===== config.mk =====
export PLATFORM = sky130hd
export DESIGN_NAME = flha_ctrl
export DESIGN_NICKNAME = d
export VERILOG_FILES = /design/src/sv/flha_pkg.sv /design/src/sv/flha_ctrl.sv
export SDC_FILE = /design/constraint.sdc
export NUM_CORES = 1
export LEC_CHECK = 0
export BUFFER_PORTS_ARGS = -buffer_cell sky130_fd_sc_hd__buf_4
export CORE_AREA = 2 2 39 41
export CTS_CLUSTER_DIAMETER = 80
export DETAILED_ROUTE_END_ITERATION = 8
export DIE_AREA = 0 0 41 43
export SLEW_MARGIN = 10
export SYNTH_ARGS = -nofsm -noshare
export SYNTH_HDL_FRONTEND = slang
export SYNTH_SLANG_ARGS = --single-unit

===== constraint.sdc =====
create_clock -name clk -period 1.1 [get_ports clk]
set_input_delay 0.22 -clock clk [delete_from_list [all_inputs] [get_ports clk]]
set_output_delay 0.22 -clock clk [all_outputs]
set_load 0.02 [all_outputs]

===== src/sv/flha_pkg.sv =====
// Shared types, widths and codes for the free-list heap allocator.
// No dependencies; every other file refers to it by scoped names.
package flha_pkg;

    // Table geometry
    localparam int SLOTS  = 64;
    localparam int IDX_W  = $clog2(SLOTS);
    localparam int CNT_W  = $clog2(SLOTS + 1);
    localparam int UNIT_W = 15;
    localparam int BYTE_W = 23;
    localparam int KIND_W = 3;
    localparam int STAT_W = 3;

    typedef logic [UNIT_W-1:0] unit_t;
    typedef logic [IDX_W-1:0]  idx_t;
    typedef logic [CNT_W-1:0]  cnt_t;

    // One block table entry
    typedef struct packed {
        unit_t start;
        unit_t size;
        logic  used;
    } entry_t;

    // Request kinds
    localparam logic [KIND_W-1:0] KIND_FIRST = 3'd0;
    localparam logic [KIND_W-1:0] KIND_LAST  = 3'd1;
    localparam logic [KIND_W-1:0] KIND_AT    = 3'd2;
    localparam logic [KIND_W-1:0] KIND_FREE  = 3'd3;
    localparam logic [KIND_W-1:0] KIND_QUERY = 3'd4;

    // Result status codes
    localparam logic [STAT_W-1:0] ST_OK     = 3'd0;
    localparam logic [STAT_W-1:0] ST_NOFIT  = 3'd1;
    localparam logic [STAT_W-1:0] ST_BADARG = 3'd2;
    localparam logic [STAT_W-1:0] ST_FULL   = 3'd3;
    localparam logic [STAT_W-1:0] ST_FREED  = 3'd4;

    // Configuration registers
    localparam logic  CFG_BASE       = 1'b0;
    localparam logic  CFG_SIZE       = 1'b1;
    localparam unit_t BASE_RST       = 15'd512;
    localparam unit_t SIZE_RST       = 15'd3328;

    // Controller states
    typedef enum logic [2:0] {
        S_IDLE,
        S_SCAN,
        S_PLAN,
        S_MOVE,
        S_WRITE,
        S_STATS,
        S_DONE
    } state_t;

    // Datapath commands
    typedef enum logic [3:0] {
        OP_NONE,
        OP_LOAD,
        OP_SCAN,
        OP_PLAN,
        OP_MOVE,
        OP_WRITE,
        OP_STAT_START,
        OP_STAT,
        OP_FINISH
    } dp_op_t;

    // Datapath status back to the controller
    typedef struct packed {
        logic pass_done;
        logic move_done;
        logic write_done;
        logic out_free;
    } dp_stat_t;

endpackage


===== src/sv/flha_ctrl.sv =====
// Sequencer for the allocator: scan, plan, move, write, stats, deliver.
// Depends on flha_pkg; drives flha_dp through command/status only.
module flha_ctrl (
    input  logic               clk,
    input  logic               rst_n,
    input  logic               in_valid,
    output logic               in_ready,
    input  flha_pkg::dp_stat_t st,
    output flha_pkg::dp_op_t   op
);

    flha_pkg::state_t state_reg, state_next;

    // State register
    always_ff @(posedge clk or negedge rst_n)
    begin
        if (!rst_n)
            state_reg <= flha_pkg::S_IDLE;
        else
            state_reg <= state_next;
    end

    // Next state and commands
    always_comb
    begin
        state_next = state_reg;
        op         = flha_pkg::OP_NONE;
        in_ready   = 1'b0;
        case (state_reg)
            flha_pkg::S_IDLE:
            begin
                in_ready = 1'b1;
                if (in_valid)
                begin
                    op         = flha_pkg::OP_LOAD;
                    state_next = flha_pkg::S_SCAN;
                end
            end
            flha_pkg::S_SCAN:
            begin
                op = flha_pkg::OP_SCAN;
                if (st.pass_done)
                    state_next = flha_pkg::S_PLAN;
            end
            flha_pkg::S_PLAN:
            begin
                op         = flha_pkg::OP_PLAN;
                state_next = flha_pkg::S_MOVE;
            end
            flha_pkg::S_MOVE:
            begin
                op = flha_pkg::OP_MOVE;
                if (st.move_done)
                    state_next = flha_pkg::S_WRITE;
            end
            flha_pkg::S_WRITE:
            begin
                if (st.write_done)
                begin
                    op         = flha_pkg::OP_STAT_START;
                    state_next = flha_pkg::S_STATS;
                end
                else
                    op = flha_pkg::OP_WRITE;
            end
            flha_pkg::S_STATS:
            begin
                op = flha_pkg::OP_STAT;
                if (st.pass_done)
                    state_next = flha_pkg::S_DONE;
            end
            flha_pkg::S_DONE:
            begin
                if (st.out_free)
                begin
                    op         = flha_pkg::OP_FINISH;
                    state_next = flha_pkg::S_IDLE;
                end
            end
            default:
                state_next = flha_pkg::S_IDLE;
        endcase
    end

endmodule


# == Yosys cells after proc, flatten, opt, wreduce, memory -nomap -nowiden ==
# Index checks and enable logic that the tools add are counted.
# op_classes
eq_ne,12
mux,12
reduce_logical,2
# ops
op,count
$pmux 4 s7,1
$pmux 3 s7,1
$mux 3,6
$ne 2x2->1 const B,6
$eq 3x3->1 const B,3
$eq 3x2->1 const B,2
$reduce_and 6->1,1
$mux 4,1
$eq 3x1->1 const B,1
$logic_not 3->1,1
$mux 1,2
$mux 2,1
# totals
in_bits,7
elab_cells,27
out_inout_bits,5
ff_bits,3

# == Longest topological paths before layout ==
# logic_depth
depth_word,3
mapped_depth,4
ltp_nobuf,3

# == Least setup slack after synthesis ==
# Ideal clock, no wire load.
# synth_timing
path_type,reg-to-output
from,reg state_reg[1]
to,out in_ready
required_ns,0.880
path_slack_ns,-0.157
t_arrival_ns,1.037
stages_incl_launch_ff,3
path_cell_list,dfrtp_1 > buf_4 > nor3_1
# synth_via
elab_chain_cells,2
# synth_rtl
item,line_no,text
from (decl),flha_ctrl.sv:12,"flha_pkg::state_t state_reg, state_next;"
from (signal assigned),flha_ctrl.sv:18,state_reg <= flha_pkg::S_IDLE;
from (signal assigned),flha_ctrl.sv:20,state_reg <= state_next;
$logic_not 3->1,flha_ctrl.sv:29,case (state_reg)
$mux 1,flha_ctrl.sv:29,
to (decl),flha_ctrl.sv:7,"output logic in_ready,"
# No other way between the ends.

# == Worst setup path after layout ==
# layout_timing
from,reg state_reg[2]
to,out op[1]
# layout_via
elab_chain_cells,2
word_cells_on_any_way,8
# layout_rtl
item,line_no,text
$eq 3x3->1 (tied with other cells),flha_ctrl.sv:29,
$pmux 4 s7 (*),flha_ctrl.sv:29,
to (decl),flha_ctrl.sv:9,output flha_pkg::dp_op_t op
# Every way passes the cells marked *; elsewhere a longest branch is shown, timed or not.

==> flow_metrics.env <==
export IMPL_status="complete, but fails checks"
export IMPL_failed_checks="negative setup slack"
export IMPL_critPathArrivalTime_ns=1.22
export IMPL_ant_nets=0
export IMPL_power_total_uw=1800
export IMPL_finalSetupViolations=5
export IMPL_netlist_area_sq_um=235
export IMPL_drv_slew=0
export IMPL_first_global_vias=281
export IMPL_pin_count=12
export IMPL_start_util_pct=17.0
export IMPL_yosysTopAreaCell="dfrtp_1"
export IMPL_fin_skew_ns=0.00246
export IMPL_synth_edf_count=0
export IMPL_n_fill_cell=149
export IMPL_wire_per_inst_um=10.7
export IMPL_synth_seq_cells=3
export IMPL_drc_errors=0
export IMPL_dpl_cell_count=64
export IMPL_dieArea_sq_um=1760
export IMPL_num_rows=14
export IMPL_hold_violations=0
export IMPL_crit_path_max_incr_delay_ns=0.43
export IMPL_syn_instance_count=30
export IMPL_max_freq_ghz=0.696
export IMPL_synth_cell_types=16
export IMPL_hold_path_class="input pin to flop"
export IMPL_drive_above_1_share_pct=65.5
export IMPL_diodes=0
export IMPL_grt_max_degree=6
export IMPL_routed_wl_um=763
export IMPL_portBuffers=11
export IMPL_cts_made_buffers=3
export IMPL_grt_pass1_wl_um=1050
export IMPL_dieHeight_um=43
export IMPL_yosys_area_top_type_share_pct=31.9
export IMPL_drt_iter0_markers=2
export IMPL_cts_clk_slew_worst_paths_ns=0.04
export IMPL_p_per_area_nw_per_um2=3390
export IMPL_irDropWorstVdd_uv=875
export IMPL_cts_tree="yes"
export IMPL_cts_root_buf="clkbuf_4"
export IMPL_layout_cells_non_filler=71
export IMPL_ys_warnings_count=0
export IMPL_clk_insertion_delay_late_ns=0.24
export IMPL_path_class="flop to output port"
export IMPL_maxCapViolCount=0
export IMPL_avgSynthCellArea_sq_um=7.84
export IMPL_htreeDepth=1
export IMPL_core_area_sq_um=1380
export IMPL_required_ns=0.88
export IMPL_syn2layout_area_growth_pct=126
export IMPL_final_nets=63
export IMPL_firstDrtPassIters=2
export IMPL_grt_overflow=0
export IMPL_p_leak_uw=0.000249
export IMPL_post_dp_hpwl_um=482
export IMPL_path_delay_family="flip-flops"
export IMPL_tightestPinTransition_ns=0.154
export IMPL_synth_ff_type="dfrtp_1"
export IMPL_synth_most_common_cell="nor2_1"
export IMPL_async_reset_ff_share_pct=100
export IMPL_die_w_um=41
export IMPL_synth_net_count=37
export IMPL_largest_register_ff_count=3
export IMPL_num_vias=316
export IMPL_critPathCaptureType="output port"
export IMPL_antenna_found_initial=0
export IMPL_track_usage_pct=9.16
export IMPL_crit_chain="a211o_1, and2_4, buf_6"
export IMPL_slew_limit_headroom_pct=89.6
export IMPL_cp_slowest_cell="dfrtp_2"
export IMPL_rsz0062_at_grt="true"
export IMPL_yosysSeqAreaShare_pct=31.9
export IMPL_setup_ws_ns=-0.336
export IMPL_routed_via_density=4.45
export IMPL_crit_buf_inv=1
export IMPL_finalCritPeriodShare_pct=131
export IMPL_finalCriticalPeriod_ns=1.44
export IMPL_synth_commonest_cells="nor2_1, a21oi_1, dfrtp_1, o21ai_0"
export IMPL_clk_path_buf_depth=2
export IMPL_synth_area_top_cells="dfrtp_1, a21oi_1, nor2_1"
export IMPL_place_congestion=0.715
export IMPL_worst_path_max_fanout=4
export IMPL_cp_start_kind="flop"
export IMPL_clkSinkCount=3
-- placed cells by master (no fill, tap or decap), types with 2 or more instances in the layout --
cell	count
buf_6	13
buf_4	10
a21oi_1	3
nor2_1	3
clkbuf_4	3
nor3_4	2
o21ai_0	2
dfrtp_2	2
-- final timing paths --
kind,startpoint,to,slack [ns],cells past startpoint
worst max register to register,state_reg[0],state_reg[2],0.03,4
worst max-delay path,state_reg[2],op[1],-0.34,3
max in group asynchronous,rst_n,state_reg[2],0.69,2
min in group asynchronous,rst_n,state_reg[0],0.31,2
worst min-delay path,st[3],state_reg[1],0.24,3
worst min register to register,state_reg[1],state_reg[0],0.72,3
-- report_power, final --
group / total, uW / switching (uW) / internal, uW / leakage, uW
Clock: 201 / 64.6 / 136 / 0.0000150
Sequential: 246 / 74.5 / 171 / 0.0000338
Combinational: 1350 / 574 / 781 / 0.000200
Total: 1800 / 713 / 1090 / 0.000249
-- tightest hold or removal path: stages --
cell and delay (ns):
buf_4 0.08, a21oi_2 0.05, nor2_1 0.08
-- area by class of cell --
type | count | area (sq um) | share of cell area, %
Timing Repair Buffer | 24 | 231 | 43.5
Inverter | 2 | 7.51 | 1.41
Sequential cell | 3 | 77.6 | 14.6
Tap cell | 16 | 20.0 | 3.76
Multi-Input combinational cell | 22 | 169 | 31.8
Clock buffer | 4 | 26.3 | 4.94
-- per-layer routing --
layer	track usage [%]	routed length (um)
met4	8.00	16
met3	3.14	18
met2	12.2	435
met1	11.0	292
met5	0	0
-- cells by family (layout without fill, tap and decap cells) --
family,count (synthesis),count (layout),share of synthesized area (%)
and+or+nand+nor,10,10,20.2
DFF,3,3,31.9
AOI/OAI and AO/OA,11,11,28.7
buffers and inverters,5,30,14.4
muxes,1,1,4.79
-- stage by stage --
| step | hold slack [ns] | TNS (ns) | util (%) | area [sq um] | setup WS [ns] |
|---|---|---|---|---|---|
| floorplan | -0.0756 | -0.00841 | - | 246 | -0.00657 |
| global placement | 0.0108 | -0.424 | 28.8 | 398 | -0.112 |
| detailed placement | 0.0112 | -0.386 | 28.8 | 398 | -0.113 |
| CTS | 0.248 | -1.54 | 34.8 | 482 | -0.343 |
| global route | 0.246 | -1.70 | 38.4 | 532 | -0.372 |
| finish | 0.237 | -1.52 | 38.4 | 532 | -0.336 |
-- what timing repair did --
item | 4_1_cts | 5_1_grt
resized for setup | 9 | 15
setup endpoints to repair | 5 | 8
pin swaps | 2 | 3
hold endpoints to repair | 3 | 0
buffers inserted | 2 | 0
hold buffers | 1 | 0
Note: power is estimated with default switching activity, not from simulation.
